## src/hw/rtl/fsa_pkg.sv

```systemverilog
// ============================================================================
// fsa_pkg
// Shared types and constants of the flow slot allocator: op codes, command
// kinds, slot entry layout, status codes and the back-end state encoding.
// ============================================================================
package fsa_pkg;

    // Input op codes
    localparam logic [2:0] OP_PUT      = 3'd0;
    localparam logic [2:0] OP_CLEAR    = 3'd1;
    localparam logic [2:0] OP_READ     = 3'd2;
    localparam logic [2:0] OP_SET_SEQ  = 3'd3;
    localparam logic [2:0] OP_SET_LINK = 3'd4;
    localparam logic [2:0] OP_AT_INDEX = 3'd5;

    // Result status codes
    localparam logic [1:0] STATUS_OK       = 2'd0;
    localparam logic [1:0] STATUS_FULL     = 2'd1;
    localparam logic [1:0] STATUS_MISMATCH = 2'd2;

    // Command queue depth
    localparam int QUEUE_DEPTH = 2;
    localparam int QPTR_W      = $clog2(QUEUE_DEPTH);

    // Classified command kinds
    typedef enum logic [2:0] {
        CMD_PUT,
        CMD_CLEAR,
        CMD_READ,
        CMD_SET_SEQ,
        CMD_SET_LINK,
        CMD_AT_INDEX,
        CMD_NOP
    } cmd_kind_t;

    // One command passed from front to back
    typedef struct packed {
        cmd_kind_t          kind;
        logic [31:0]        flow_id;
        logic [9:0]         slot_index;
        logic signed [63:0] write_value;
    } cmd_t;

    // One slot of the flow table
    typedef struct packed {
        logic [31:0]        id;
        logic signed [63:0] seq;
        logic [31:0]        link;
    } entry_t;

    localparam entry_t ENTRY_EMPTY = '{id: 32'd0, seq: {64{1'b1}}, link: 32'd0};
    localparam entry_t ENTRY_ZERO  = '{id: 32'd0, seq: 64'd0, link: 32'd0};

    // Back-end sequencer states
    typedef enum logic [1:0] {
        ST_CLEAR,
        ST_IDLE,
        ST_PROBE,
        ST_EXEC
    } back_state_t;

endpackage

```

## src/hw/rtl/fsa_queue.sv

```systemverilog
// ============================================================================
// fsa_queue
// Short command queue between front and back, so each side stalls on its own.
// ============================================================================
module fsa_queue (
    input  logic           clk,
    input  logic           rst_n,
    input  logic           push,
    input  fsa_pkg::cmd_t  push_cmd,
    output logic           full,
    input  logic           pop,
    output fsa_pkg::cmd_t  head,
    output logic           empty
);
    import fsa_pkg::*;

    localparam logic [QPTR_W:0] COUNT_FULL = (QPTR_W + 1)'(QUEUE_DEPTH);

    cmd_t              entries [QUEUE_DEPTH];
    logic [QPTR_W-1:0] wr_ptr_reg;
    logic [QPTR_W-1:0] wr_ptr_next;
    logic [QPTR_W-1:0] rd_ptr_reg;
    logic [QPTR_W-1:0] rd_ptr_next;
    logic [QPTR_W:0]   count_reg;
    logic [QPTR_W:0]   count_next;

    assign full  = (count_reg == COUNT_FULL);
    assign empty = (count_reg == '0);
    assign head  = entries[rd_ptr_reg];

    // Advance pointers and fill count
    always_comb
    begin
        wr_ptr_next = push ? wr_ptr_reg + 1'b1 : wr_ptr_reg;
        rd_ptr_next = pop ? rd_ptr_reg + 1'b1 : rd_ptr_reg;
        count_next  = count_reg;
        if (push && !pop)
        begin
            count_next = count_reg + 1'b1;
        end
        else if (pop && !push)
        begin
            count_next = count_reg - 1'b1;
        end
    end

    always_ff @(posedge clk or negedge rst_n)
    begin
        if (!rst_n)
        begin
            wr_ptr_reg <= '0;
            rd_ptr_reg <= '0;
            count_reg  <= '0;
        end
        else
        begin
            wr_ptr_reg <= wr_ptr_next;
            rd_ptr_reg <= rd_ptr_next;
            count_reg  <= count_next;
        end
    end

    // Store the pushed command
    always_ff @(posedge clk)
    begin
        if (push)
        begin
            entries[wr_ptr_reg] <= push_cmd;
        end
    end

endmodule

```

## config.mk

```make
export PLATFORM = sky130hd
export DESIGN_NAME = fsa_queue
export DESIGN_NICKNAME = d
export VERILOG_FILES = /design/src/hw/rtl/fsa_pkg.sv /design/src/hw/rtl/fsa_queue.sv
export SDC_FILE = /design/constraint.sdc
export NUM_CORES = 1
export LEC_CHECK = 0
export BUFFER_PORTS_ARGS = -buffer_cell sky130_fd_sc_hd__buf_2
export CAP_MARGIN = 0
export CELL_PAD_IN_SITES_DETAIL_PLACEMENT = 1
export CELL_PAD_IN_SITES_GLOBAL_PLACEMENT = 1
export CORE_MARGIN = 2
export CORE_UTILIZATION = 25
export CTS_BUF_LIST = sky130_fd_sc_hd__clkbuf_8 sky130_fd_sc_hd__clkbuf_16
export DETAILED_ROUTE_END_ITERATION = 12
export PLACE_DENSITY_LB_ADDON = 0.1
export SYNTH_ARGS = -nofsm -noshare
export SYNTH_HDL_FRONTEND = slang
export SYNTH_SLANG_ARGS = --single-unit
```

## constraint.sdc

```tcl
create_clock -name clk -period 7.55 [get_ports clk]
set_input_delay 0.755 -clock clk [delete_from_list [all_inputs] [get_ports clk]]
set_output_delay 0.755 -clock clk [all_outputs]
set_load 0.01 [all_outputs]
```

==> results.toml <==
[grt]
grt_pass1_vias = 4827
grt_use_total_pct = 10.2
grt_pass1_wl_um = 27800
overflow = 0
grt_max_degree = 64
antenna_found_initial = 5

[run]
drv_cap = 0

[sta]
finalCriticalPeriod_ns = 3.28
tightest_slew_ns = 0.956
drv_slew = 0
clock_skew_ns = 0.00583
finalSetupTns_ns = 0
setup_viol = 0
slew_headroom_pct = 36.3
hold_violations = 0
fin_ws_ns = 4.27
rsz0062_at_grt = "no"
fmax_mhz = 305
min_period_over_period_pct = 43.5

[worst_hold_path]
hp-class = "in -> reg"

[synthesis]
yosysTopAreaCellShare_pct = 76.5
synth_seq_area_share_pct = 77.7
syn_area_um2 = 8550
postSynthNetCount = 469
synth-seq-cells = 222
syn_inst = 355
yosys.area.top_type = "edfxtp_1"
syn_avg_cell_area_um2 = 24.1
yosys-top-cells-area = "edfxtp_1 77%, mux2_4 18%, buf_12 2.3%"
yosysUniqueCellTypes = 14
yosysWarningCount = 0

[power_and_ir_drop]
power_mw = 4.19
p_leak_nw = 4.34
pwr_density_cell_nw_per_um2 = 383
max-vdd-ir-drop_uv = 184

[critical_path]
cp.arrival_ns = 2.53
startpoint_type = "register"
critPathMaxStageDelay_ns = 0.78
slowest_stage = "buf_4"
path_buf_inv = 2
path_class = "reg -> out"
crit_chain = "buf_4 -> mux2_4 -> buf_2"
worstPathMaxFanout = 47
crit_family = "buffers and inverters"
endpoint_kind = "primary output"
cp.required_ns = 6.80

[die]
row_count = 67
die_w_um = 189
start_util_pct = 25.4
io_pins = 224
die_h_um = 189
die-area_um2 = 35700
core_area_um2 = 33600

[finish]
fin_nets = 715
areaGrowthSynthToFinish_pct = 27.8
mostFrequentLayoutCell = "buf_2"
largest_register_ffs = 218
final_cells = 1071
stdcell_area_um2 = 10900
layout_common_cells = "223 x buf_2, 218 x edfxtp_1, 100 x mux2_4"
drive_gt1_share_pct = 60.8

[clock_network]
cts_max_level = 1
cts_max_path_buffers = 3
cts_resized = 0
cts_hold_buf = 1
cts_tree = "yes"
path_clk_slew_ns = 0.06
cts-root-buf = "clkbuf_16"
clk_latency_ns = 0.52
cts_buffers = 27
cts.sinks = 222
cts_setup_buffers = 0

[drt]
drc = 0
routed_wl_um = 18400
wl_per_cell_um = 17.1
drt_iter0_markers = 154
vias = 4183
vias_per_cell = 3.91
drt-pass1-iter-count = 4
final_antenna_net_count = 0

[placed_design]
placed_cell_area_um2 = 10100
place_congestion = 0.663
portBuffers = 223
dp_hpwl_um = 12100
placed_cells = 1019
dp_slack_ns = 4.57

[outcome]
outcome = "complete, no violations"
[worst paths after layout]
| path | depth (start not counted) | slack (ns) | from | endpoint |
|---|---|---|---|---|
| max | 3 | 4.27 | rd_ptr_reg | head[55] |
| min | 1 | 0.42 | push_cmd[97] | entries[0][97] |
| max reg2reg | 3 | 5.15 | wr_ptr_reg | entries[0][36] |
| min reg2reg | 1 | 0.49 | count_reg[1] | count_reg[1] |
| max in group asynchronous | 2 | 6.84 | rst_n | rd_ptr_reg |
| min in group asynchronous | 2 | 0.57 | rst_n | wr_ptr_reg |
[power breakdown]
part           switching, mW  internal [mW]
clock network          0.476          0.747
registers             0.0868           1.64
logic                  0.616          0.620
total                   1.18           3.01
[final cells by class]
cell class              count  area [um2]
multi-input cells         120        1700
diodes                      3        7.51
well taps                 448         561
clock inverters            21         176
inverters                   1        3.75
fillers                  3466       22700
repair buffers            229        1160
clock buffers              27         676
flip-flops and latches    222        6650
[synthesized netlist by cell type]
cell        n
edfxtp_1  218
mux2_4    100
buf_12     10
mux2_2      9
dfrtp_1     4
xor2_1      4
nor2_1      2
nor2b_1     2
and2_1      1
buf_2       1
buf_6       1
ha_1        1
inv_1       1
xnor2_1     1
[layer usage]
metal / share of wire (%) / track usage, % / up-vias
met2: 52 / 18.5 / 141
met3: 8.7 / 3.82 / 38
met5: 0.15 / 0 / -
met1: 36 / 10.8 / 2090
li1: - / - / 1910
met4: 3.1 / 3.46 / 4
[through the flow]
step	hold slack [ns]	util [%]
finish	0.419	32.5
global route	0.390	32.5
CTS	0.381	32.5
detailed placement	0.476	29.9
global placement	0.479	29.9
floorplan	0.455	-
[cells by family (layout without fill, tap and decap cells)]
group                      count (synthesis)  count (layout)  synth area share [%]
xor gates and xnor gates                   5               5                 0.512
adders and majority gates                  1               1                 0.146
buffers and inverters                     13             278                  2.57
DFF                                      222             222                  77.7
muxes                                    109             109                  18.7
other                                      0               3                     0
and+or+nand+nor                            5               5                 0.307
[worst reg2reg max path: cells and delay by family (launching register included)]
kind / cells / cell delay [ns]
buffers and inverters: 2 / 1.39
flip-flops: 1 / 0.42
AND/OR/NAND/NOR: 1 / 0.14
Power figures use the tool's default switching activity.
