==> src/hw/rtl/fsa_pkg.sv <==
// ============================================================================
// fsa_pkg
// Shared types and constants of the flow slot allocator: op codes, command
// kinds, slot entry layout, status codes and the back-end state encoding.
// ============================================================================
package fsa_pkg;

    // Input op codes
    localparam logic [2:0] OP_PUT      = 3'd0;
    localparam logic [2:0] OP_CLEAR    = 3'd1;
    localparam logic [2:0] OP_READ     = 3'd2;
    localparam logic [2:0] OP_SET_SEQ  = 3'd3;
    localparam logic [2:0] OP_SET_LINK = 3'd4;
    localparam logic [2:0] OP_AT_INDEX = 3'd5;

    // Result status codes
    localparam logic [1:0] STATUS_OK       = 2'd0;
    localparam logic [1:0] STATUS_FULL     = 2'd1;
    localparam logic [1:0] STATUS_MISMATCH = 2'd2;

    // Command queue depth
    localparam int QUEUE_DEPTH = 2;
    localparam int QPTR_W      = $clog2(QUEUE_DEPTH);

    // Classified command kinds
    typedef enum logic [2:0] {
        CMD_PUT,
        CMD_CLEAR,
        CMD_READ,
        CMD_SET_SEQ,
        CMD_SET_LINK,
        CMD_AT_INDEX,
        CMD_NOP
    } cmd_kind_t;

    // One command passed from front to back
    typedef struct packed {
        cmd_kind_t          kind;
        logic [31:0]        flow_id;
        logic [9:0]         slot_index;
        logic signed [63:0] write_value;
    } cmd_t;

    // One slot of the flow table
    typedef struct packed {
        logic [31:0]        id;
        logic signed [63:0] seq;
        logic [31:0]        link;
    } entry_t;

    localparam entry_t ENTRY_EMPTY = '{id: 32'd0, seq: {64{1'b1}}, link: 32'd0};
    localparam entry_t ENTRY_ZERO  = '{id: 32'd0, seq: 64'd0, link: 32'd0};

    // Back-end sequencer states
    typedef enum logic [1:0] {
        ST_CLEAR,
        ST_IDLE,
        ST_PROBE,
        ST_EXEC
    } back_state_t;

endpackage

==> src/hw/rtl/fsa_front.sv <==
// ============================================================================
// fsa_front
// Input side: holds the capacity register, derives the slot mask, accepts
// input beats, classifies the op and pushes a command into the queue.
// ============================================================================
module fsa_front #(
    parameter int ADDR_W = 10
) (
    input  logic                clk,
    input  logic                rst_n,
    input  logic                cfg_we,
    input  logic [10:0]         cfg_wdata,
    input  logic                in_valid,
    output logic                in_ready,
    input  logic [2:0]          op,
    input  logic [31:0]         flow_id,
    input  logic [9:0]          slot_index,
    input  logic signed [63:0]  write_value,
    input  logic                q_full,
    input  logic                clearing,
    output logic                push,
    output fsa_pkg::cmd_t       cmd,
    output logic [ADDR_W-1:0]   mask,
    output logic                cfg_clear
);
    import fsa_pkg::*;

    localparam logic [10:0] REQ_RESET = 11'd1024;

    logic [ADDR_W-1:0] mask_reg;
    logic [ADDR_W-1:0] mask_next;
    cmd_kind_t         kind;

    // Round the request up to a power of two and return size minus one
    function automatic logic [10:0] req_mask(input logic [10:0] req);
        logic [10:0] m;
        m = (req == 11'd0) ? 11'd0 : req - 11'd1;
        m = m | (m >> 1);
        m = m | (m >> 2);
        m = m | (m >> 4);
        m = m | (m >> 8);
        return m;
    endfunction

    // Cap the mask at the table depth by width
    assign mask_next = ADDR_W'(req_mask(cfg_wdata));

    // Hold the mask of the current table size
    always_ff @(posedge clk or negedge rst_n)
    begin
        if (!rst_n)
        begin
            mask_reg <= ADDR_W'(req_mask(REQ_RESET));
        end
        else if (cfg_we)
        begin
            mask_reg <= mask_next;
        end
    end

    assign mask      = mask_reg;
    assign cfg_clear = cfg_we;

    // Classify the op
    always_comb
    begin
        unique case (op)
            OP_PUT:      kind = CMD_PUT;
            OP_CLEAR:    kind = CMD_CLEAR;
            OP_READ:     kind = CMD_READ;
            OP_SET_SEQ:  kind = CMD_SET_SEQ;
            OP_SET_LINK: kind = CMD_SET_LINK;
            OP_AT_INDEX: kind = CMD_AT_INDEX;
            default:     kind = CMD_NOP;
        endcase
    end

    // Accept a beat whenever the queue has room and no clearing pass runs
    assign in_ready = !q_full && !clearing;
    assign push     = in_valid && in_ready;

    assign cmd.kind        = kind;
    assign cmd.flow_id     = flow_id;
    assign cmd.slot_index  = slot_index;
    assign cmd.write_value = write_value;

endmodule

==> config.mk <==
export PLATFORM = sky130hd
export DESIGN_NAME = fsa_front
export DESIGN_NICKNAME = d
export VERILOG_FILES = /design/src/hw/rtl/fsa_pkg.sv /design/src/hw/rtl/fsa_front.sv
export SDC_FILE = /design/constraint.sdc
export NUM_CORES = 1
export LEC_CHECK = 0
export BUFFER_PORTS_ARGS = -buffer_cell sky130_fd_sc_hd__buf_2
export CORE_AREA = 2 2 97 99
export DETAILED_ROUTE_END_ITERATION = 8
export DIE_AREA = 0 0 99 101
export PLACE_DENSITY = 0.51
export SYNTH_ARGS = -nofsm -noshare
export SYNTH_HDL_FRONTEND = slang
export SYNTH_SLANG_ARGS = --single-unit
==> constraint.sdc <==
create_clock -name clk -period 2.1 [get_ports clk]
set_input_delay 0.21 -clock clk [delete_from_list [all_inputs] [get_ports clk]]
set_output_delay 0.21 -clock clk [all_outputs]
set_load 0.005 [all_outputs]
==> reports/results.txt <==
Worst flop-to-flop path endpoint -> mask[5]
CTS tree -> yes
Remaining routing DRC violations -> 0
PD cells -> 442 mW/mm^2
CTS root buf -> clkbuf_8
Hold buffers post-CTS -> 0
Area grow syn2layout -> -28.4%
Critical path class -> in2reg
Unique masters post-synth -> 39
Maximum clock frequency -> 0.556 GHz
Clock transition at the registers of the reported paths -> 0.05 ns
TNS Setup -> 0 ns
Critical Path RT -> 2.25 ns
Fill count -> 1,017
ANT cells -> 0
Total die area -> 0.0100 sq mm
Synth Cell Area -> 0.00163 sq mm
Sequential Power Share -> 39.8%
Mapped Cells -> 206
Tcrit/Tclk final -> 85.7%
Crit. Startpoint -> cfg_wdata[0]
Status -> finished, final reports clean
Average wire per standard cell -> 15.8 um
Register area share after synthesis -> 16.1%
Worst-Skew Late Latency -> 0.23 ns
Cell Int Power -> 0.379 mW
Via/cell ratio -> 3.93
Post-synthesis mux area share -> 1.99%
Critical Path Sink -> mask[2]
Largest net degree at the start of global routing -> 14
CP Capture Type -> flip-flop
DRT antenna net count -> 0
First-pass GRT wire length -> 5460 um
Worst Hold Class -> in2async
Final hold violations -> 0
Synth Area in Adders -> 1.53%
Power consumption -> 0.517 mW
VDD IR max -> 0.000126 V
PostCTS Resize Cnt -> 0
Setup bufs post-CTS -> 0
Total clock sinks -> 10
Max-cap viol count -> 0
Initial antenna violation count -> 0
DP HPWL -> 3240 um
Setup violations, final -> 0
Combinational Power Share -> 22.7%
Total routed wirelength -> 3840 um
Clk pwr share -> 37.5%
Leak -> 0.439 nW
FP Rows -> 35
RSZ-0062 raised after global routing -> false
Reg2reg setup slack -> 1.36 ns
Layout Nets -> 262
Syn avg cell area -> 7.93 sq um
Clock Skews -> 0 ns
Async S/R FF share, synth -> 100%
Launch point of the worst reg-to-reg path -> mask[5]
Met3 usage -> 3.61%
DR pass1 iterations -> 4
Final Slew Violations -> 0
Slew @ Worst Pin -> 0.438 ns
Boundary pin count -> 248
Flop and latch count out of synthesis -> 10
Max clock buf depth -> 2
Main synth FF type -> dfstp_2
Syn_nets -> 334
Met1 Usage GRT -> 7.44%
CP Data Arrival Time -> 1.95 ns
Post-Synth Simple-Gate Area -> 14.8%
Crit path time final -> 1.80 ns
CTS Buf Count -> 3
Slew HR -> 70.6%
Initial Utilization -> 18.2%
Via count -> 954
Port Buffer Count -> 35
Vias in the first global route -> 911
Detailed Route Iter0 Violations -> 56
Die width -> 99 um
Grt met2 use -> 11.3%
Routability cong. -> 0.815
Grt ovf -> 0
Worst-path maximum fanout -> 7
Fraction of layout cells with a size suffix above 1 -> 49.2%
Die Span Y -> 101 um
Number of synthesized flops with an enable pin -> 0
P_sw -> 0.138 mW
Worst Setup Start Kind -> input port
Htree depth -> 1
Max reg flops -> 10
Worst reg-to-reg path cell count -> 2
Sw Share -> 26.7%
GRT Max-Usage Layer -> met2
Gr usage total -> 7.21%
Yosys warns -> 0
Synth Area in Compound Gates -> 12.4%
Core ar. -> 0.00898 sq mm
Synth Area in XOR/XNOR -> 0.536%
Largest family of logic cells by synthesized area -> buffers and inverters
## critical path: stages
cell	delay (ns)
buf_2	0.11
inv_1	0.09
ha_1	0.20
nor4b_1	0.29
buf_4	0.19
nor2_1	0.04
mux2_2	0.27
nor4bb_1	0.28
buf_4	0.22
a21oi_2	0.06
## cell usage in the layout, fill, tap and decap left out, types with 2 or more instances in the layout
master,Yosys,routed
nor4b_1,3,3
nor2_1,19,19
mux2_2,2,2
a31oi_1,2,2
inv_1,3,3
ha_1,2,2
o211ai_1,3,3
nor3_1,3,3
o31ai_1,3,3
buf_4,108,4
dfstp_2,10,10
o21a_1,2,2
nand3b_1,2,2
a21oi_2,6,6
o21ai_0,3,3
nand2_1,6,6
nand3_1,2,2
buf_2,1,35
clkbuf_8,0,3
## metal layers
layer	wire length, um	vias up	part of all wire (%)
li1	-	421	-
met1	1370	420	36
met2	1750	83	46
met3	507	30	13
met4	206	0	5.4
met5	0	-	0
## cells by family (layout without fill, tap and decap cells)
group	after synthesis	count (layout)
flops	10	10
simple gates	45	45
xor+xnor	1	1
mux	3	3
compound gates	26	26
buf+inv	119	45
fa+ha+maj	2	2
## stage by stage
step                      instances  hold slack (ns)  cell area (sq um)  worst slack [ns]  utilization (%)
final                           243           0.0529               1170             0.300             13.0
after floorplan                 206           0.0622               1630             0.137                -
after CTS                       243           0.0665               1170             0.342             13.0
after global routing            243           0.0922               1170            0.0883             13.0
after detailed placement        240            0.317               1130             0.111             12.6
after global placement          240            0.313               1130             0.142             12.6
## synth_stat cells, types with 2 or more instances
library cell / instances / share of area, %
a21oi_2: 6 / 3.2
a31oi_1: 2 / 0.77
buf_4: 108 / 50
clkbuf_1: 6 / 1.4
dfstp_2: 10 / 16
ha_1: 2 / 1.5
inv_1: 3 / 0.69
mux2_2: 2 / 1.4
nand2_1: 6 / 1.4
nand3_1: 2 / 0.61
nand3b_1: 2 / 0.92
nor2_1: 19 / 4.4
nor3_1: 3 / 0.92
nor4b_1: 3 / 1.6
o211ai_1: 3 / 1.4
o21a_1: 2 / 0.92
o21ai_0: 3 / 0.92
o31ai_1: 3 / 1.4
## cell type report
| class | count | area, sq um | area share (%) |
|---|---|---|---|
| Sequential cell | 10 | 263 | 22.5 |
| Tap cell | 111 | 139 | 11.9 |
| Timing Repair Buffer | 39 | 205 | 17.5 |
| Inverter | 3 | 11.3 | 0.963 |
| Clock buffer | 3 | 41.3 | 3.53 |
| Multi-Input combinational cell | 77 | 510 | 43.6 |
## power groups by stage
stage / clock network, mW / registers (mW) / logic [mW]
5_1_grt: 0.205 / 0.207 / 0.131
6_report: 0.194 / 0.206 / 0.117
3_3_place_gp: 0 / 0.208 / 0.117
3_5_place_dp: 0 / 0.208 / 0.118
4_1_cts: 0.200 / 0.206 / 0.119
2_1_floorplan: 0 / 0.208 / 0.229
## how the worst min path moves through the flow
stage / from / end / slack (ns) / cells after the start
6_report: rst_n / mask[0] / 0.05 / 1
3_3_place_gp: rst_n / mask[4] / 0.31 / 1
3_5_place_dp: rst_n / mask[4] / 0.32 / 1
4_1_cts: rst_n / mask[0] / 0.07 / 1
2_1_floorplan: rst_n / mask[0] / 0.06 / 0
5_1_grt: rst_n / mask[3] / 0.09 / 1
Power figures use the tool's default switching activity.
